`config.mk`:
```
export PLATFORM = sky130hd
export DESIGN_NAME = utf8_to_utf16_transcoder
export DESIGN_NICKNAME = d
export VERILOG_FILES = /design/src/sv/utf8u16_pkg.sv /design/src/sv/utf8_to_utf16_transcoder.sv /design/src/sv/utf8u16_front.sv /design/src/sv/utf8u16_queue.sv /design/src/sv/utf8u16_back.sv
export SDC_FILE = /design/constraint.sdc
export NUM_CORES = 1
export LEC_CHECK = 0
export ABC_AREA = 0
export ABC_CLOCK_PERIOD_IN_PS = 6200
export CORE_UTILIZATION = 40
export DETAILED_ROUTE_END_ITERATION = 16
export DONT_BUFFER_PORTS = 1
export GPL_TIMING_DRIVEN = 0
export HOLD_SLACK_MARGIN = 0.1
export PLACE_DENSITY_LB_ADDON = 0.3
export SYNTH_ARGS = -nofsm -noshare
export SYNTH_HDL_FRONTEND = slang
export SYNTH_SLANG_ARGS = --single-unit
```
`constraint.sdc`:
```
create_clock -name clk -period 6.2 [get_ports clk]
set_input_delay 0 -clock clk [delete_from_list [all_inputs] [get_ports clk]]
set_output_delay 0 -clock clk [all_outputs]
set_load 0.01 [all_outputs]
```
`src/sv/utf8u16_pkg.sv`:
```
// Package for the UTF-8 to UTF-16 transcoder: payload structs, the burst
// descriptor passed from the front end to the unit emitter, and byte classes.
// Depends on nothing.
package utf8u16_pkg;

    typedef struct packed {
        logic [7:0] text_byte;
        logic       end_of_text;
    } byte_item_t;

    typedef struct packed {
        logic [15:0] code_unit;
        logic        last_in_run;
        logic        text_done;
    } unit_item_t;

    // One burst: repl_count '?' units, then value_count units (hi, then lo).
    typedef struct packed {
        logic [2:0]  repl_count;
        logic [1:0]  value_count;
        logic [15:0] unit_hi;
        logic [15:0] unit_lo;
        logic        eot;
    } burst_t;

    typedef enum logic [2:0] {
        CLS_CONT,
        CLS_SINGLE,
        CLS_LEAD2,
        CLS_LEAD3,
        CLS_LEAD4,
        CLS_INVALID
    } byte_class_t;

    localparam logic [15:0] UNIT_REPLACE = 16'h003F;
    localparam logic [15:0] SURR_HI_BASE = 16'hD800;
    localparam logic [15:0] SURR_LO_BASE = 16'hDC00;
    localparam logic [20:0] SUPP_BASE    = 21'h10000;

    // Class of a byte from its top five bits.
    function automatic byte_class_t classify(input logic [7:0] b);
        byte_class_t c;
        if (b[7] == 1'b0) begin
            c = CLS_SINGLE;
        end
        else if (b[6] == 1'b0) begin
            c = CLS_CONT;
        end
        else if (b[5] == 1'b0) begin
            c = CLS_LEAD2;
        end
        else if (b[4] == 1'b0) begin
            c = CLS_LEAD3;
        end
        else if (b[3] == 1'b0) begin
            c = CLS_LEAD4;
        end
        else begin
            c = CLS_INVALID;
        end
        return c;
    endfunction

endpackage

```
`src/sv/utf8_to_utf16_transcoder.sv`:
```
// UTF-8 to UTF-16 transcoder, top level. Depends on utf8u16_pkg,
// utf8u16_front, utf8u16_queue and utf8u16_back.
//
// One UTF-8 byte is taken per transfer on the input queue interface (push and
// full) and the resulting UTF-16 code units leave one per transfer on the
// output queue interface (empty and pop). A byte is accepted every cycle as
// long as the descriptor queue has room. Each byte that completes a code
// point, or that causes replacements, becomes one descriptor; the emitter
// drains a descriptor at one unit per cycle while the output is popped, and
// a descriptor holds 1 to 4 units. The sustained rate is thus one byte per
// cycle for text of one-unit characters, and one unit per cycle overall,
// set by the single output register of the emitter. Bytes that only extend
// a pending sequence yield no units and cost the emitter nothing. The
// QUEUE_DEPTH descriptors of buffering absorb bursts of replacements and
// surrogate pairs. Replacements are 0x003F; the final unit caused by a byte
// carries last_in_run, and if that byte carried end_of_text the unit also
// carries text_done. No overlong or surrogate range checks are made.
module utf8_to_utf16_transcoder
#(
    parameter int QUEUE_DEPTH = 4
)
(
    input  logic                    clk,
    input  logic                    rst_n,
    input  logic                    push,
    output logic                    full,
    input  utf8u16_pkg::byte_item_t byte_item,
    output logic                    empty,
    input  logic                    pop,
    output utf8u16_pkg::unit_item_t unit_item
);

    logic                accept;
    logic                burst_valid;
    utf8u16_pkg::burst_t burst_in;
    utf8u16_pkg::burst_t burst_head;
    logic                burst_empty;
    logic                burst_pop;

    // A byte transfer needs only a free descriptor slot.
    assign accept = push && !full;

    utf8u16_front u_front
    (
        .clk         (clk),
        .rst_n       (rst_n),
        .accept      (accept),
        .item        (byte_item),
        .burst_valid (burst_valid),
        .burst       (burst_in)
    );

    utf8u16_queue #(.DEPTH(QUEUE_DEPTH)) u_queue
    (
        .clk     (clk),
        .rst_n   (rst_n),
        .wr_en   (burst_valid),
        .wr_data (burst_in),
        .rd_en   (burst_pop),
        .rd_data (burst_head),
        .full    (full),
        .empty   (burst_empty)
    );

    utf8u16_back u_back
    (
        .clk         (clk),
        .rst_n       (rst_n),
        .burst       (burst_head),
        .burst_empty (burst_empty),
        .burst_pop   (burst_pop),
        .empty       (empty),
        .pop         (pop),
        .unit_item   (unit_item)
    );

endmodule

```
`src/sv/utf8u16_front.sv`:
```
// Front end of the transcoder: classifies each byte, tracks the pending
// sequence and produces one burst descriptor per byte that yields units.
// Depends on utf8u16_pkg.
module utf8u16_front
(
    input  logic                   clk,
    input  logic                   rst_n,
    input  logic                   accept,
    input  utf8u16_pkg::byte_item_t item,
    output logic                   burst_valid,
    output utf8u16_pkg::burst_t    burst
);

    logic [7:0] held_bytes_reg [3];
    logic [1:0] held_count_reg;
    logic [1:0] held_count_next;
    logic [2:0] needed_reg;
    logic [2:0] needed_next;

    logic       hold_we;
    logic [1:0] hold_idx;
    logic [20:0] cp;
    logic [20:0] v;
    logic [2:0]  repl;
    logic [1:0]  vcnt;
    logic [15:0] hi;
    logic [15:0] lo;
    utf8u16_pkg::byte_class_t cls;

    assign cls = utf8u16_pkg::classify(item.text_byte);
    assign v   = cp - utf8u16_pkg::SUPP_BASE;

    // Code point assembly from the held lead and continuations.
    always_comb
    begin
        unique case (needed_reg)
            3'd2:    cp = {10'd0, held_bytes_reg[0][4:0], item.text_byte[5:0]};
            3'd3:    cp = {5'd0, held_bytes_reg[0][3:0], held_bytes_reg[1][5:0],
                           item.text_byte[5:0]};
            default: cp = {held_bytes_reg[0][2:0], held_bytes_reg[1][5:0],
                           held_bytes_reg[2][5:0], item.text_byte[5:0]};
        endcase
    end

    always_comb
    begin
        held_count_next = held_count_reg;
        needed_next     = needed_reg;
        hold_we         = 1'b0;
        hold_idx        = held_count_reg;
        repl            = 3'd0;
        vcnt            = 2'd0;
        hi              = 16'd0;
        lo              = 16'd0;
        if (held_count_reg != 2'd0 && cls == utf8u16_pkg::CLS_CONT) begin
            if ({1'b0, held_count_reg} + 3'd1 == needed_reg) begin
                held_count_next = 2'd0;
                needed_next     = 3'd0;
                if (cp < utf8u16_pkg::SUPP_BASE) begin
                    vcnt = 2'd1;
                    hi   = cp[15:0];
                end
                else begin
                    vcnt = 2'd2;
                    hi   = utf8u16_pkg::SURR_HI_BASE + {5'd0, v[20:10]};
                    lo   = utf8u16_pkg::SURR_LO_BASE + {6'd0, v[9:0]};
                end
            end
            else if (held_count_reg != 2'd3) begin
                hold_we         = 1'b1;
                held_count_next = held_count_reg + 2'd1;
            end
        end
        else begin
            // Any pending bytes become replacements, then the byte starts anew: a single, a lead, or a replacement.
            repl            = {1'b0, held_count_reg};
            held_count_next = 2'd0;
            needed_next     = 3'd0;
            unique case (cls)
                utf8u16_pkg::CLS_SINGLE:
                begin
                    vcnt = 2'd1;
                    hi   = {8'd0, item.text_byte};
                end
                utf8u16_pkg::CLS_LEAD2, utf8u16_pkg::CLS_LEAD3, utf8u16_pkg::CLS_LEAD4:
                begin
                    hold_we         = 1'b1;
                    hold_idx        = 2'd0;
                    held_count_next = 2'd1;
                    needed_next     = (cls == utf8u16_pkg::CLS_LEAD2) ? 3'd2 :
                                      (cls == utf8u16_pkg::CLS_LEAD3) ? 3'd3 : 3'd4;
                end
                default:
                begin
                    repl = repl + 3'd1;
                end
            endcase
        end
        // An early end flushes whatever is still pending.
        if (item.end_of_text && held_count_next != 2'd0) begin
            repl            = repl + {1'b0, held_count_next};
            held_count_next = 2'd0;
            needed_next     = 3'd0;
        end
    end

    assign burst_valid       = accept && (repl != 3'd0 || vcnt != 2'd0);
    assign burst.repl_count  = repl;
    assign burst.value_count = vcnt;
    assign burst.unit_hi     = hi;
    assign burst.unit_lo     = lo;
    assign burst.eot         = item.end_of_text;

    always_ff @(posedge clk or negedge rst_n)
    begin
        if (!rst_n) begin
            held_count_reg <= 2'd0;
            needed_reg     <= 3'd0;
        end
        else if (accept) begin
            held_count_reg <= held_count_next;
            needed_reg     <= needed_next;
        end
    end

    always_ff @(posedge clk)
    begin
        if (accept && hold_we) begin
            held_bytes_reg[hold_idx] <= item.text_byte;
        end
    end

endmodule

```
`src/sv/utf8u16_queue.sv`:
```
// Short queue of burst descriptors between the front end and the emitter.
// Depends on utf8u16_pkg.
module utf8u16_queue
#(
    parameter int DEPTH = 4
)
(
    input  logic                clk,
    input  logic                rst_n,
    input  logic                wr_en,
    input  utf8u16_pkg::burst_t wr_data,
    input  logic                rd_en,
    output utf8u16_pkg::burst_t rd_data,
    output logic                full,
    output logic                empty
);

    localparam int PW = (DEPTH > 1) ? $clog2(DEPTH) : 1;
    localparam int CW = $clog2(DEPTH + 1);
    localparam logic [PW-1:0] LAST_PTR = PW'(DEPTH - 1);
    localparam logic [CW-1:0] FULL_CNT = CW'(DEPTH);

    utf8u16_pkg::burst_t mem_reg [DEPTH];
    logic [PW-1:0] wr_ptr_reg;
    logic [PW-1:0] wr_ptr_next;
    logic [PW-1:0] rd_ptr_reg;
    logic [PW-1:0] rd_ptr_next;
    logic [CW-1:0] count_reg;
    logic [CW-1:0] count_next;
    logic          do_wr;
    logic          do_rd;

    assign full    = (count_reg == FULL_CNT);
    assign empty   = (count_reg == '0);
    assign do_wr   = wr_en && !full;
    assign do_rd   = rd_en && !empty;
    assign rd_data = mem_reg[rd_ptr_reg];

    always_comb
    begin
        wr_ptr_next = wr_ptr_reg;
        rd_ptr_next = rd_ptr_reg;
        count_next  = count_reg;
        if (do_wr) begin
            wr_ptr_next = (wr_ptr_reg == LAST_PTR) ? '0 : wr_ptr_reg + PW'(1);
        end
        if (do_rd) begin
            rd_ptr_next = (rd_ptr_reg == LAST_PTR) ? '0 : rd_ptr_reg + PW'(1);
        end
        if (do_wr && !do_rd) begin
            count_next = count_reg + CW'(1);
        end
        else if (do_rd && !do_wr) begin
            count_next = count_reg - CW'(1);
        end
    end

    always_ff @(posedge clk or negedge rst_n)
    begin
        if (!rst_n) begin
            wr_ptr_reg <= '0;
            rd_ptr_reg <= '0;
            count_reg  <= '0;
        end
        else begin
            wr_ptr_reg <= wr_ptr_next;
            rd_ptr_reg <= rd_ptr_next;
            count_reg  <= count_next;
        end
    end

    always_ff @(posedge clk)
    begin
        if (do_wr) begin
            mem_reg[wr_ptr_reg] <= wr_data;
        end
    end

endmodule

```
`src/sv/utf8u16_back.sv`:
```
// Unit emitter: expands each burst descriptor into UTF-16 units, one per
// cycle while popped, into the output register. Depends on utf8u16_pkg.
module utf8u16_back
(
    input  logic                    clk,
    input  logic                    rst_n,
    input  utf8u16_pkg::burst_t     burst,
    input  logic                    burst_empty,
    output logic                    burst_pop,
    output logic                    empty,
    input  logic                    pop,
    output utf8u16_pkg::unit_item_t unit_item
);

    logic [1:0] k_reg;
    logic [1:0] k_next;
    logic       out_valid_reg;
    logic       out_valid_next;
    utf8u16_pkg::unit_item_t out_reg;
    utf8u16_pkg::unit_item_t out_next;

    logic       load;
    logic       last;
    logic [2:0] total;
    logic [2:0] kx;
    logic [2:0] vidx;

    assign total = burst.repl_count + {1'b0, burst.value_count};
    assign kx    = {1'b0, k_reg};
    assign vidx  = kx - burst.repl_count;
    assign last  = (kx + 3'd1 == total);
    assign load  = (!out_valid_reg || pop) && !burst_empty;
    assign burst_pop = load && last;

    always_comb
    begin
        k_next         = k_reg;
        out_valid_next = out_valid_reg;
        out_next       = out_reg;
        if (load) begin
            out_valid_next = 1'b1;
            k_next         = last ? 2'd0 : k_reg + 2'd1;
            if (kx < burst.repl_count) begin
                out_next.code_unit = utf8u16_pkg::UNIT_REPLACE;
            end
            else if (vidx == 3'd0) begin
                out_next.code_unit = burst.unit_hi;
            end
            else begin
                out_next.code_unit = burst.unit_lo;
            end
            out_next.last_in_run = last;
            out_next.text_done   = last && burst.eot;
        end
        else if (pop) begin
            out_valid_next = 1'b0;
        end
    end

    assign empty     = !out_valid_reg;
    assign unit_item = out_reg;

    always_ff @(posedge clk or negedge rst_n)
    begin
        if (!rst_n) begin
            k_reg         <= 2'd0;
            out_valid_reg <= 1'b0;
        end
        else begin
            k_reg         <= k_next;
            out_valid_reg <= out_valid_next;
        end
    end

    always_ff @(posedge clk)
    begin
        out_reg <= out_next;
    end

endmodule
```
==> reports/qor.yml, run 1 <==
gp_congestion: 0.837
fillers: 1673
avgSynthCellArea_sq_um: 15.8
r2r-start: "u_queue.rd_ptr_reg[1]"
ios: 33
crit_path_end_kind: "flop"
worstSetupPathType: "flop to flop"
die-width_um: 142
ctsResizeCount: 0
vias: 4323
n_antenna_cell: 0
clk_pin_slew_worst_paths_ns: 0.07
cp_top_family: "adder cells"
grt_max_degree: 33
crit_path_end: "u_queue.count_reg[1]"
setup_tns_ns: 0
num_rows: 50
seq_area_sq_mm: 0.00527
cp-startpoint: "u_queue.rd_ptr_reg[1]"
portBuffers: 0
grt_pass1_wl_um: 25400
r2r-end: "u_queue.count_reg[1]"
holdCritPathClass: "primary input to async pin"
cts_buffers: 17
ctsRootBufferMaster: "clkbuf_16"
r2r_cells: 13
ys_warn_count: 0
hold_violations: 0
powerDensity_mw_per_mm2: 452
path_depth: 13
worst-path-max-fanout: 10
antenna_found_initial: 0
crit_slowest_cell: "dfrtp_1"
antenna_left: 0
slowest_delay_ns: 0.50
cp_num_buf_inv: 3
synth_edf_count: 163
clkLatencyLatePin_ns: 0.43
die-area_sq_mm: 0.0200
track_usage: 0.174
synth-async-reset-ratio: 0.0843
yosys.cell_types.count: 57
hpwlAfterDp_um: 10700
period_minus_slack_ns: 4.54
fin_worst_skew_ns: 0.0125
critical_path_arrival_ns: 4.86
first_iter_violations: 349
outcome: "completed"
cp-start-kind: "flop"
drv_slew: 0
place_inst: 753
largest_register_ffs: 128
clock_sinks: 178
synth_ff_type: "edfxtp_1"
remaining_drc_errors: 0
rsz0062_at_grt: "no"
max-vdd-ir-drop_mv: 0.201
wl_per_cell_um: 20.3
r2r_setup_slack_ns: 1.66
final_cell_mix: "163 x edfxtp_1, 25 x nand2_1, 24 x mux4_2"
stdcell_count: 798
htree_levels: 4
power_leakage_uw: 0.00301
drive_above_1_share: 0.154
utilization: 0.468
cts_tree: "done"
grt_pass1_vias: 4380
gr-total-overflow: 0
slew_headroom: 0.331
synth_nets: 523
finalCritPeriodShare: 0.732
clock_path_buffers: 2
synth_area_sq_mm: 0.00779
layout_commonest_cell: "edfxtp_1"
worst_pin_slew_ns: 0.996
via_per_inst: 5.42
drt-pass1-iter-count: 5
syn2layout_area_growth_pct: 13.7
required_ns: 6.51
netlist_instances: 492
setup_viol: 0
drv_cap: 0
fmax_mhz: 220
final_net_count: 557
synth_seq_area_share: 0.677
multi_input_area_sq_mm: 0.00237
ys_ff_latch: 178
placeableCoreArea_sq_mm: 0.0189
initial_utilization: 0.412
wl_um: 16200
crit_chain: "clkbuf_1, clkbuf_1, mux4_2, ha_1, fa_1, xnor2_1, xnor2_1, nor3_2, nand2_1, ha_1, inv_1, fa_1, mux2_2"
die_h_um: 142
[per-stage QoR]
step	instance area [sq um]	setup WS, ns	power (uW)	hold WS [ns]
6_report	8850	1.66	4000	0.106
5_1_grt	8850	1.38	4220	0.142
4_1_cts	8850	1.60	4040	0.124
3_5_place_dp	8120	1.61	2960	-0.295
3_3_place_gp	8110	1.35	2920	-0.295
2_1_floorplan	7790	2.26	2620	-0.296
[power by group]
part	switching, uW	leakage, uW	internal, uW
logic	733	0.000981	482
clock network	442	0.000276	629
registers	118	0.00175	1600
total	1290	0.00301	2710
[how the worst min path moves through the flow]
| stage | from | end | slack, ns |
|---|---|---|---|
| 2_1_floorplan | rst_n | u_back.k_reg[0] | -0.30 |
| 3_3_place_gp | rst_n | u_front.held_count_reg[0] | -0.29 |
| 3_5_place_dp | rst_n | u_queue.wr_ptr_reg[1] | -0.29 |
| 4_1_cts | rst_n | u_queue.count_reg[2] | 0.12 |
| 5_1_grt | rst_n | u_queue.count_reg[2] | 0.14 |
| 6_report | rst_n | u_queue.count_reg[2] | 0.11 |
[cell usage after synthesis (all sizes together) (2+ instances only)]
cell type / number / area share
edfxtp: 163 / 0.63
nand2: 25 / 0.012
mux4: 24 / 0.069
mux2i: 20 / 0.026
a21oi: 19 / 0.012
o21ai: 18 / 0.012
dfrtp: 15 / 0.048
ha: 15 / 0.024
inv: 15 / 0.0072
nor2: 15 / 0.0072
nor3: 15 / 0.010
and2: 13 / 0.010
buf: 12 / 0.0074
clkbuf: 10 / 0.0048
nor2b: 10 / 0.0080
a211oi: 9 / 0.0087
or3: 9 / 0.0072
a31oi: 8 / 0.0072
mux2: 8 / 0.012
xnor2: 7 / 0.0079
a22o: 6 / 0.0067
o311ai: 5 / 0.0056
xor2: 5 / 0.0056
a22oi: 4 / 0.0039
o31ai: 4 / 0.0039
fa: 3 / 0.0077
nand3: 3 / 0.0019
nor3b: 3 / 0.0035
nor4: 3 / 0.0024
nor4b: 3 / 0.0034
and3: 2 / 0.0016
nand2b: 2 / 0.0016
o221ai: 2 / 0.0031
o22ai: 2 / 0.0016
[repair_timing]
item                                   4_1_cts  5_1_grt
hold buffers                                14        0
buffers inserted                             0        0
endpoints found under the hold margin      109        0
[per-layer routing]
layer | wire, um | track usage | up-vias
met5 | 0 | 0 | -
met4 | 180 | 0.0492 | 0
met3 | 642 | 0.0385 | 18
met2 | 7960 | 0.291 | 118
met1 | 7380 | 0.228 | 2185
li1 | - | - | 2002
[cells by family (layout without fill, tap and decap cells)]
logic type,count (synthesis),count (layout),synth area share
compound gates,87,87,0.0763
xor+xnor,12,12,0.0135
fa+ha+maj,18,18,0.0318
buf+inv,37,83,0.0194
flops,178,178,0.677
mux,52,52,0.107
simple gates,108,108,0.0754
[area by class of cell]
type,instances,share of cell area
sequential,178,0.596
multi-input combinational,277,0.268
clock buffer,17,0.0481
tap,260,0.0368
clock inverter,14,0.0184
timing repair buffer,15,0.0164
buffer,22,0.0107
inverter,15,0.00636
(Power assumes the default switching activity.)
==> inputs of run 2 (changes only) <==
Settings changed: ABC_CLOCK_PERIOD_IN_PS 6200 to 4100.
Clock period 6.2 ns to 4.1 ns, I/O delays scaled along.
==> reports/qor.yml, run 2 (synthesized netlist as in run 1, its figures left out) <==
final_cell_mix: "163 x edfxtp_1, 25 x nand2_1, 24 x mux4_2"
r2r_cells: 14
dpl_cell_area_sq_mm: 0.00812
gp_congestion: 0.837
period_minus_slack_ns: 3.88
power_leakage_uw: 0.00306
initial_utilization: 0.412
cp_num_buf_inv: 4
seq_area_sq_mm: 0.00527
slew_headroom: 0.355
fin_ws_ns: 0.225
max-vdd-ir-drop_mv: 0.290
wl_um: 16200
remaining_drc_errors: 0
fin_worst_skew_ns: 0.0126
fmax_mhz: 258
die-width_um: 142
cp-startpoint: "u_front.held_count_reg[1]"
vias: 4350
ctsRootBufferMaster: "clkbuf_16"
hold_violations: 0
cts_tree: "done"
grt_max_degree: 33
wl_per_cell_um: 20.1
r2r_setup_slack_ns: 0.22
crit_path_end_kind: "flop"
worst-path-max-fanout: 32
first_iter_violations: 347
layout_commonest_cell: "edfxtp_1"
crit_chain: "inv_2, ha_2, or3b_1, clkbuf_4, a31oi_4, inv_4, o21ai_4, ha_1, inv_1, fa_1, nand3b_1, o2111ai_2, o221ai_4, and2_2"
placeableCoreArea_sq_mm: 0.0189
cp-start-kind: "flop"
n_antenna_cell: 0
drive_above_1_share: 0.176
clkLatencyLatePin_ns: 0.43
die_h_um: 142
die-area_sq_mm: 0.0200
drt-pass1-iter-count: 4
grt_pass1_wl_um: 25400
clock_path_buffers: 2
track_usage: 0.174
path_depth: 14
setup_viol: 0
slowest_delay_ns: 0.79
grt_pass1_vias: 4403
largest_register_ffs: 128
r2r-end: "u_queue.mem_reg[1][0]"
holdCritPathClass: "primary input to async pin"
drv_cap: 0
pre_cts_ws_ns: -0.491
via_per_inst: 5.41
critical_path_arrival_ns: 3.92
antenna_found_initial: 0
ios: 33
drv_slew: 0
htree_levels: 4
final_area_sq_mm: 0.00898
crit_slowest_cell: "and2_2"
required_ns: 4.14
final_net_count: 563
clk_pin_slew_worst_paths_ns: 0.07
outcome: "completed"
powerDensity_mw_per_mm2: 683
syn2layout_area_growth_pct: 15.4
portBuffers: 0
cp_top_family: "simple AND/OR/NAND/NOR gates"
num_rows: 50
antenna_left: 0
r2r-start: "u_front.held_count_reg[1]"
fillers: 1663
gr-total-overflow: 0
clock_sinks: 178
multi_input_area_sq_mm: 0.00242
hpwlAfterDp_um: 10700
cts_buffers: 17
worstSetupPathType: "flop to flop"
finalCritPeriodShare: 0.945
worst_pin_slew_ns: 0.960
-- run 2: area by class of cell --
cell class / count / share of cell area
Sequential cell: 178 / 0.587
Multi-Input combinational cell: 277 / 0.270
Clock buffer: 17 / 0.0474
Tap cell: 260 / 0.0362
Timing Repair Buffer: 23 / 0.0234
Clock inverter: 14 / 0.0181
Buffer: 20 / 0.0120
Inverter: 15 / 0.00655
-- run 2: worst max-delay path by stage --
stage,endpoint
6_report,u_queue.mem_reg[1][0]
5_1_grt,u_queue.count_reg[2]
4_1_cts,u_queue.mem_reg[2][18]
3_5_place_dp,u_queue.count_reg[1]
3_3_place_gp,u_queue.mem_reg[0][1]
2_1_floorplan,u_queue.mem_reg[3][0]
-- run 2: power breakdown --
| part | internal (uW) | leakage (uW) | total [uW] | switching [uW] |
|---|---|---|---|---|
| logic | 781 | 0.00103 | 1920 | 1140 |
| registers | 2420 | 0.00175 | 2590 | 176 |
| clock network | 952 | 0.000276 | 1620 | 671 |
| total | 4150 | 0.00306 | 6140 | 1990 |
-- run 2: worst register-to-register path, delay by kind of cell, from the launching register on --
family / cells / cell delay [ns]
simple gates: 3 / 1.26
fa+ha+maj: 3 / 0.79
compound gates: 4 / 0.65
buf+inv: 4 / 0.40
flops: 1 / 0.38
-- run 2: repair_timing --
action,in CTS,in global routing
gates resized for setup,6,17
pin swaps,1,4
hold buffers,16,0
endpoints found under the setup margin,130,130
buffers inserted,1,5
endpoints found under the hold margin,109,0
cloned,0,0
-- run 2: layer usage --
layer	vias to the layer above	track usage	part of all wire
met1	2224	0.227	0.46
met2	95	0.291	0.50
li1	2015	-	-
met5	-	0	0
met3	16	0.0385	0.036
met4	0	0.0492	0.011
-- run 2: stage by stage --
stage           util  hold WS (ns)  instances  setup TNS, ns  power (uW)
2_1_floorplan      -        -0.296        492              0        3960
3_3_place_gp   0.429        -0.295        752         -94.72        4410
5_1_grt        0.475         0.142        804          -1.38        6470
4_1_cts        0.470         0.124        799         -0.600        6120
3_5_place_dp   0.430        -0.295        753         -22.75        4480
6_report       0.475         0.109        804              0        6140
==> inputs of run 3 (changes only) <==
==> constraint.sdc (replaced) <==
create_clock -name clk -period 4.1 [get_ports clk]
set_input_delay 0.41 -clock clk [delete_from_list [all_inputs] [get_ports clk]]
set_output_delay 0.41 -clock clk [all_outputs]
set_load 0.01 [all_outputs]
==> reports/qor.yml, run 3 (synthesized netlist as in run 1, its figures left out) <==
outcome: "completed"
crit_chain: "buf_2, mux4_2, ha_1, fa_1, xnor2_1, xnor2_1, nor3_4, nand2_1, ha_2, inv_1, fa_1, mux2_2"
die-area_sq_mm: 0.0200
grt_max_degree: 33
hold_ws_ns: 0.162
wl_um: 16000
gp_congestion: 0.837
ctsRootBufferMaster: "clkbuf_16"
cp-start-kind: "flop"
power_leakage_uw: 0.00302
max-vdd-ir-drop_mv: 0.289
largest_register_ffs: 128
required_ns: 4.42
worst_pin_slew_ns: 0.952
ios: 33
drt-pass1-iter-count: 5
crit_slowest_cell: "dfrtp_1"
htree_levels: 4
critical_path_arrival_ns: 4.19
drv_cap: 0
die-width_um: 142
cts_tree: "done"
hold_violations: 0
holdCritPathClass: "primary input to flop"
setup_viol: 0
fmax_mhz: 258
num_rows: 50
drive_above_1_share: 0.179
utilization: 0.472
layout_commonest_cell: "edfxtp_1"
first_iter_violations: 372
gr-total-overflow: 0
worstSetupPathType: "flop to flop"
powerDensity_mw_per_mm2: 687
remaining_drc_errors: 0
period_minus_slack_ns: 3.88
clock_path_buffers: 2
drv_slew: 0
portBuffers: 0
power_uw: 6120
placeableCoreArea_sq_mm: 0.0189
slew_headroom: 0.360
antenna_found_initial: 0
hpwlAfterDp_um: 10700
final_cell_mix: "163 x edfxtp_1, 25 x nand2_1, 24 x mux4_2"
n_antenna_cell: 0
wl_per_cell_um: 20.1
slowest_delay_ns: 0.50
crit_path_end_kind: "flop"
clkLatencyLatePin_ns: 0.43
grt_pass1_wl_um: 25200
syn2layout_area_growth_pct: 14.5
cts_buffers: 17
clock_sinks: 178
finalCritPeriodShare: 0.946
clk_pin_slew_worst_paths_ns: 0.07
via_per_inst: 5.40
grt_pass1_vias: 4361
track_usage: 0.172
final_net_count: 556
initial_utilization: 0.412
die_h_um: 142
fillers: 1660
worst-path-max-fanout: 19
fin_worst_skew_ns: 0.0100
antenna_left: 0
vias: 4301
## run 3: repair_timing
item                                    4_1_cts  5_1_grt
hold endpoints to repair                     37        0
hold buffers                                  9        0
cloned                                        0        0
endpoints found under the setup margin      130      130
setup buffers                                 1        5
gates resized for setup                       6       17
pin swaps                                     1        4
## run 3: path summary, 6_finish.rpt
| path | slack [ns] | cells past startpoint | endpoint | startpoint |
|---|---|---|---|---|
| worst max-delay path | 0.22 | 12 | u_queue.count_reg[1] | u_queue.rd_ptr_reg[1] |
| max in group asynchronous | 3.03 | 1 | u_front.held_count_reg[0] | rst_n |
| min in group asynchronous | 0.52 | 1 | u_queue.count_reg[2] | rst_n |
| worst max register to register | 0.22 | 12 | u_queue.count_reg[1] | u_queue.rd_ptr_reg[1] |
| worst min register to register | 0.50 | 1 | u_queue.count_reg[2] | u_queue.count_reg[2] |
| worst min-delay path | 0.16 | 2 | u_front.needed_reg[0] | byte_item[5] |
## run 3: worst max-delay path: cells and delay by family (launching register included)
family,cells,cell delay (ns)
buf+inv,2,0.51
simple gates,2,0.42
fa+ha+maj,4,1.30
xor+xnor,2,0.35
flops,1,0.50
mux,2,0.69
## run 3: layout make-up
class	instances	area, sq um	share of cell area
flip-flops and latches	178	5270	0.591
plain buffers	20	108	0.0121
clock buffers	17	425	0.0477
inverters	15	58.8	0.00660
clock inverters	14	163	0.0183
repair buffers	16	140	0.0157
multi-input cells	277	2420	0.272
well taps	260	325	0.0365
## run 3: layer usage
metal  GRT usage  share of wire  vias up  wire (um)
met1       0.225           0.45     2185       7270
met4      0.0487          0.012        0        196
met3      0.0391          0.038       18        610
met5           0              0        -          0
li1            -              -     2002          -
met2       0.288           0.50       96       7920
## run 3: metrics by stage
step | std cells | TNS (ns) | area (sq um) | setup slack [ns]
after floorplan | 492 | 0 | 7790 | 0.157
after global placement | 752 | -94.72 | 8110 | -0.749
after detailed placement | 753 | -22.75 | 8120 | -0.491
after CTS | 792 | -0.688 | 8810 | -0.0156
after global routing | 797 | -1.43 | 8910 | -0.0474
final | 797 | 0 | 8910 | 0.223
## run 3: where the power goes
group	switching, uW	leakage, uW	internal (uW)
Sequential	176	0.00175	2420
Combinational	1130	0.00100	777
Clock	670	0.000276	951
